File: config.mk
export PLATFORM = sky130hd
export DESIGN_NAME = mhpq_ctrl
export DESIGN_NICKNAME = d
export VERILOG_FILES = /design/src/rtl/mhpq_pkg.sv /design/src/rtl/mhpq_ctrl.sv
export SDC_FILE = /design/constraint.sdc
export NUM_CORES = 1
export LEC_CHECK = 0
export ABC_AREA = 1
export BUFFER_PORTS_ARGS = -buffer_cell sky130_fd_sc_hd__buf_2
export CORE_MARGIN = 8
export CORE_UTILIZATION = 48
export DETAILED_ROUTE_END_ITERATION = 10
export GPL_TIMING_DRIVEN = 0
export PLACE_DENSITY_LB_ADDON = 0.08
export SYNTH_ARGS = -nofsm -noshare
export SYNTH_HDL_FRONTEND = slang
export SYNTH_SLANG_ARGS = --single-unit
export TNS_END_PERCENT = 20
File: constraint.sdc
create_clock -name clk -period 3.5 [get_ports clk]
set_clock_uncertainty 0.2 [all_clocks]
set_input_delay 0.875 -clock clk [delete_from_list [all_inputs] [get_ports clk]]
set_output_delay 0.875 -clock clk [all_outputs]
set_load 0.05 [all_outputs]
File: src/rtl/mhpq_pkg.sv
// shared types and codes for the min-heap priority queue
package mhpq_pkg;

  // operation codes of a request word
  typedef enum logic [1:0] {
    CMD_INSERT  = 2'd0,
    CMD_EXTRACT = 2'd1,
    CMD_UPDATE  = 2'd2,
    CMD_UNUSED  = 2'd3
  } cmd_t;

  // status codes of a response word
  typedef enum logic [1:0] {
    ST_OK      = 2'd0,
    ST_EMPTY   = 2'd1,
    ST_FULL    = 2'd2,
    ST_MISSING = 2'd3
  } stat_t;

  // read address selection
  typedef enum logic [2:0] {
    RD_ZERO,
    RD_LAST,
    RD_PARENT,
    RD_LEFT,
    RD_RIGHT,
    RD_IDX
  } rsel_t;

  // controller states
  typedef enum logic [3:0] {
    S_IDLE,
    S_DISPATCH,
    S_EX_R0,
    S_EX_W0,
    S_EX_CHK,
    S_EX_WL,
    S_SR_ISS,
    S_SR_CMP,
    S_UP_CHK,
    S_UP_CMP,
    S_DN_L,
    S_DN_R,
    S_DN_C,
    S_DN_D,
    S_FIN,
    S_OUT
  } state_t;

  // commands from controller to datapath
  typedef struct packed {
    logic  in_ready;
    logic  ins_start;
    logic  ex_take;
    logic  ex_key;
    logic  srch_clr;
    logic  srch_next;
    logic  srch_hit;
    logic  up_move;
    logic  place;
    logic  dn_left;
    logic  dn_right;
    logic  dn_move;
    logic  set_status;
    stat_t code;
    logic  rd_en;
    rsel_t rsel;
    logic  out_load;
  } ctl_t;

  // status from datapath to controller
  typedef struct packed {
    logic [1:0] cmd;
    logic       in_take;
    logic       full;
    logic       cnt_zero;
    logic       pos_zero;
    logic       key_lt_rd;
    logic       left_end;
    logic       right_ok;
    logic       rd_lt_pick;
    logic       pick_lt_key;
    logic       idx_end;
    logic       node_hit;
    logic       out_free;
  } sts_t;

endpackage

File: src/rtl/mhpq_ctrl.sv
// controller state machine of the min-heap priority queue
module mhpq_ctrl
  import mhpq_pkg::*;
(
  input  logic clk,
  input  logic rst,
  input  sts_t sts,
  output ctl_t ctl
);

  state_t state, state_next;

  // state register
  always_ff @(posedge clk) begin
    if (rst) begin
      state <= S_IDLE;
    end else begin
      state <= state_next;
    end
  end

  // next state
  always_comb begin
    state_next = state;
    unique case (state)
      S_IDLE: begin
        if (sts.in_take) state_next = S_DISPATCH;
      end
      S_DISPATCH: begin
        unique case (sts.cmd)
          CMD_INSERT:  state_next = sts.full ? S_FIN : S_UP_CHK;
          CMD_EXTRACT: state_next = sts.cnt_zero ? S_FIN : S_EX_R0;
          CMD_UPDATE:  state_next = S_SR_ISS;
          default:     state_next = S_FIN;
        endcase
      end
      S_EX_R0:  state_next = S_EX_W0;
      S_EX_W0:  state_next = S_EX_CHK;
      S_EX_CHK: state_next = sts.cnt_zero ? S_FIN : S_EX_WL;
      S_EX_WL:  state_next = S_DN_L;
      S_SR_ISS: state_next = sts.idx_end ? S_FIN : S_SR_CMP;
      S_SR_CMP: begin
        if (!sts.node_hit) state_next = S_SR_ISS;
        else if (sts.key_lt_rd) state_next = S_UP_CHK;
        else state_next = S_DN_L;
      end
      S_UP_CHK: state_next = sts.pos_zero ? S_FIN : S_UP_CMP;
      S_UP_CMP: state_next = sts.key_lt_rd ? S_UP_CHK : S_FIN;
      S_DN_L:   state_next = sts.left_end ? S_FIN : S_DN_R;
      S_DN_R:   state_next = sts.right_ok ? S_DN_C : S_DN_D;
      S_DN_C:   state_next = S_DN_D;
      S_DN_D:   state_next = sts.pick_lt_key ? S_DN_L : S_FIN;
      S_FIN:    state_next = S_OUT;
      S_OUT: begin
        if (sts.out_free) state_next = S_IDLE;
      end
      default:  state_next = S_IDLE;
    endcase
  end

  // command outputs
  always_comb begin
    ctl = '0;
    ctl.code = ST_OK;
    ctl.rsel = RD_ZERO;
    unique case (state)
      S_IDLE: ctl.in_ready = 1'b1;
      S_DISPATCH: begin
        unique case (sts.cmd)
          CMD_INSERT: begin
            ctl.ins_start  = !sts.full;
            ctl.set_status = sts.full;
            ctl.code       = ST_FULL;
          end
          CMD_EXTRACT: begin
            ctl.set_status = sts.cnt_zero;
            ctl.code       = ST_EMPTY;
          end
          CMD_UPDATE: ctl.srch_clr = 1'b1;
          default: ;
        endcase
      end
      S_EX_R0: begin
        ctl.rd_en = 1'b1;
        ctl.rsel  = RD_ZERO;
      end
      S_EX_W0: ctl.ex_take = 1'b1;
      S_EX_CHK: begin
        ctl.rd_en = 1'b1;
        ctl.rsel  = RD_LAST;
      end
      S_EX_WL: ctl.ex_key = 1'b1;
      S_SR_ISS: begin
        ctl.rd_en      = !sts.idx_end;
        ctl.rsel       = RD_IDX;
        ctl.set_status = sts.idx_end;
        ctl.code       = ST_MISSING;
      end
      S_SR_CMP: begin
        ctl.srch_next = !sts.node_hit;
        ctl.srch_hit  = sts.node_hit;
      end
      S_UP_CHK: begin
        ctl.place = sts.pos_zero;
        ctl.rd_en = !sts.pos_zero;
        ctl.rsel  = RD_PARENT;
      end
      S_UP_CMP: begin
        ctl.up_move = sts.key_lt_rd;
        ctl.place   = !sts.key_lt_rd;
      end
      S_DN_L: begin
        ctl.place = sts.left_end;
        ctl.rd_en = !sts.left_end;
        ctl.rsel  = RD_LEFT;
      end
      S_DN_R: begin
        ctl.dn_left = 1'b1;
        ctl.rd_en   = sts.right_ok;
        ctl.rsel    = RD_RIGHT;
      end
      S_DN_C: ctl.dn_right = sts.rd_lt_pick;
      S_DN_D: begin
        ctl.dn_move = sts.pick_lt_key;
        ctl.place   = !sts.pick_lt_key;
      end
      S_FIN: begin
        ctl.rd_en = 1'b1;
        ctl.rsel  = RD_ZERO;
      end
      S_OUT: ctl.out_load = sts.out_free;
      default: ;
    endcase
  end

  // a word is taken only while idle
  a_take_idle: assert property (@(posedge clk) disable iff (rst)
    sts.in_take |-> state == S_IDLE)
    else $error("word taken outside idle");

  // each taken word leads to dispatch
  a_take_dispatch: assert property (@(posedge clk) disable iff (rst)
    sts.in_take |=> state == S_DISPATCH)
    else $error("taken word not dispatched");

  // a response is loaded only when the output register is free
  a_load_free: assert property (@(posedge clk) disable iff (rst)
    ctl.out_load |-> sts.out_free)
    else $error("response loaded over a pending one");

endmodule

==> results.sh <==
export IMPL_rsz0062_at_grt="no"
export IMPL_io_buffers=35
export IMPL_dp_hpwl_um=1799
export IMPL_gp_congestion=0.8932
export IMPL_num_io_pins=36
export IMPL_regMostFlops="state"
export IMPL_fp_dieH_um=54.04
export IMPL_die_area_sq_um=2920
export IMPL_row_count=13
export IMPL_start_util=0.5206
export IMPL_clk_pin_slew_ns=0.03
export IMPL_syn_area_sq_um=694.4
export IMPL_cts_tree="built"
export IMPL_use_met1=0.1825
export IMPL_startpoint_type="input port"
export IMPL_hold_buffers=0
export IMPL_coreArea_sq_um=1334
export IMPL_postSynthCellCount=134
export IMPL_numCtsBuffers=3
export IMPL_worst_pin_slew_ns=0.2734
export IMPL_outcome="finished clean"
export IMPL_clk_latency_ns=0.24
export IMPL_max_freq_mhz=340.7
export IMPL_firstDrtPassIters=4
export IMPL_finalMaxSlewViolations=0
export IMPL_grt_ovfl_total=0
export IMPL_final_hold_viol_count=0
export IMPL_reg2reg_from="state[1]"
export IMPL_setup_tns_ns=0
export IMPL_maxSlewHeadroom=0.8170
export IMPL_fin_ws_ns=0.5652
export IMPL_hp_class="register to register"
export IMPL_cts_sinks=4
export IMPL_avgSynthCellArea_sq_um=5.182
export IMPL_setup_violations_final=0
export IMPL_min_path_cells=6
export IMPL_drtAntennaViolNets=0
export IMPL_grt_pass1_vias=846
export IMPL_die_x_um=54.04
export IMPL_crit_type="input port to output pin"
export IMPL_drt_iter0_drc=31
export IMPL_cts_path_max_buffers=2
export IMPL_top_regs="state: 4 flops"
export IMPL_maxCapViolCount=0
export IMPL_wl_um=2113
export IMPL_track_usage=0.1551
export IMPL_powerDensity_nw_per_um2=762.3
export IMPL_gr_usage_met3=0.03857
export IMPL_antenna_found_initial=0
export IMPL_regToRegSetupSlack_ns=1.91
export IMPL_synthToLayoutAreaGrowth_pct=31.17
export IMPL_fill_cells=136
export IMPL_peakVddDrop_v=0.0004611
export IMPL_synth_distinct_cells=20
export IMPL_cp_max_fo=3
export IMPL_nets=195
export IMPL_ys_seq_area_frac=0.1153
export IMPL_cts_repair_resized=0
export IMPL_r2r_end="state[2]"
export IMPL_period_share=0.8385
export IMPL_diodes=0
export IMPL_post_cts_setup_buffer_count=0
export IMPL_pre_cts_ws_ns=0.5475
export IMPL_worstHoldStart="state[3]"
export IMPL_ys_ff_latch=4
export IMPL_largest_reg_flops=4
export IMPL_drive_gt1_frac=0.2791
export IMPL_ctsHtreeMaxLevel=1
export IMPL_viasPerCell=4.984
export IMPL_whs_ns=0.5346
export IMPL_vias=932
export IMPL_required_ns=2.42
export IMPL_synth_nets=155
export IMPL_min_period_ns=2.935
export IMPL_grt_busiest_layer="met2"
export IMPL_wire_per_inst_um=11.30
export IMPL_p_leak_nw=0.6437
export IMPL_cp_arrival_ns=1.86
export IMPL_use_met2=0.2645
export IMPL_grt_pass1_wl_um=3512
export IMPL_drcViolationCount=0
export IMPL_end_kind="output pin"
export IMPL_yosys_warnings=0
export IMPL_ff2ff_path_depth=9
export IMPL_whs_endpoint="state[3]"
export IMPL_cts_root_buffer="clkbuf_4"
export IMPL_grt_max_degree=11
## critical path: stages
cell and delay, ns:
buf_2 0.11, inv_1 0.09, ha_1 0.18, nand2_1 0.07, nand2_1 0.06, inv_1 0.04
o21ai_0 0.14, buf_2 0.29
## worst max path at each step
stage,slack [ns],endpoint,startpoint
6_report,0.57,ctl[7],sts[13]
5_1_grt,0.47,ctl[7],sts[13]
4_1_cts,0.54,ctl[7],sts[13]
3_5_place_dp,0.55,ctl[7],sts[13]
3_3_place_gp,0.60,ctl[7],sts[13]
2_1_floorplan,0.08,ctl[7],sts[12]
## per-layer routing
metal | part of all wire | wire length, um
met3 | 0.084 | 178
met4 | 0.010 | 22
met2 | 0.47 | 988
met1 | 0.44 | 923
met5 | 0 | 0
## synth_stat cells (all sizes together)
master,n,area (sq um)
a21oi,4,20.02
and3,1,6.260
buf,1,7.510
dfxtp,4,80.08
ha,5,62.56
inv,30,112.6
nand2,40,155.1
nand3,9,45.04
nand3b,1,7.510
nor2,23,106.4
nor3,4,25.02
o211ai,2,15.01
o21ai,9,45.04
o22ai,1,6.260
## cell usage in the layout (no fill, tap or decap), drive strengths merged
| cell | count |
|---|---|
| a21oi | 4 |
| and3 | 1 |
| buf | 36 |
| clkbuf | 3 |
| dfxtp | 4 |
| ha | 5 |
| inv | 30 |
| nand2 | 40 |
| nand3 | 9 |
| nand3b | 1 |
| nor2 | 23 |
| nor3 | 4 |
| o211ai | 2 |
| o21ai | 9 |
| o22ai | 1 |
## where the power goes
group / internal [mW] / leakage [nW] / switching, mW
Combinational: 0.141 / 0.597 / 0.410
Clock: 0.0384 / 0.0138 / 0.0199
Sequential: 0.0654 / 0.0330 / 0.0200
Total: 0.245 / 0.644 / 0.450
## stage by stage
stage | instance area (sq um) | total power, mW | cells | utilization
floorplan | 694.4 | 0.5182 | 134 | -
global placement | 888.4 | 0.6251 | 184 | 0.6660
detailed placement | 888.4 | 0.6345 | 184 | 0.6660
CTS | 910.9 | 0.6943 | 187 | 0.6829
global route | 910.9 | 0.7581 | 187 | 0.6829
finish | 910.9 | 0.6944 | 187 | 0.6829
## final cells by class
class / instances / area [sq um] / area share
buffer: 1 / 7.507 / 0.008242
inverter: 30 / 112.6 / 0.1236
tap: 15 / 18.77 / 0.02060
clock buffer: 3 / 22.52 / 0.02473
sequential: 4 / 80.08 / 0.08791
multi-input combinational: 99 / 494.2 / 0.5426
timing repair buffer: 35 / 175.2 / 0.1923
## cell families after synthesis
kind of cell | after synthesis | share of synthesized area
AOI/OAI and AO/OA | 16 | 0.1243
adders and majority gates | 5 | 0.09009
buffers and inverters | 31 | 0.1730
DFF | 4 | 0.1153
and+or+nand+nor | 78 | 0.4973
(Power assumes the default switching activity.)
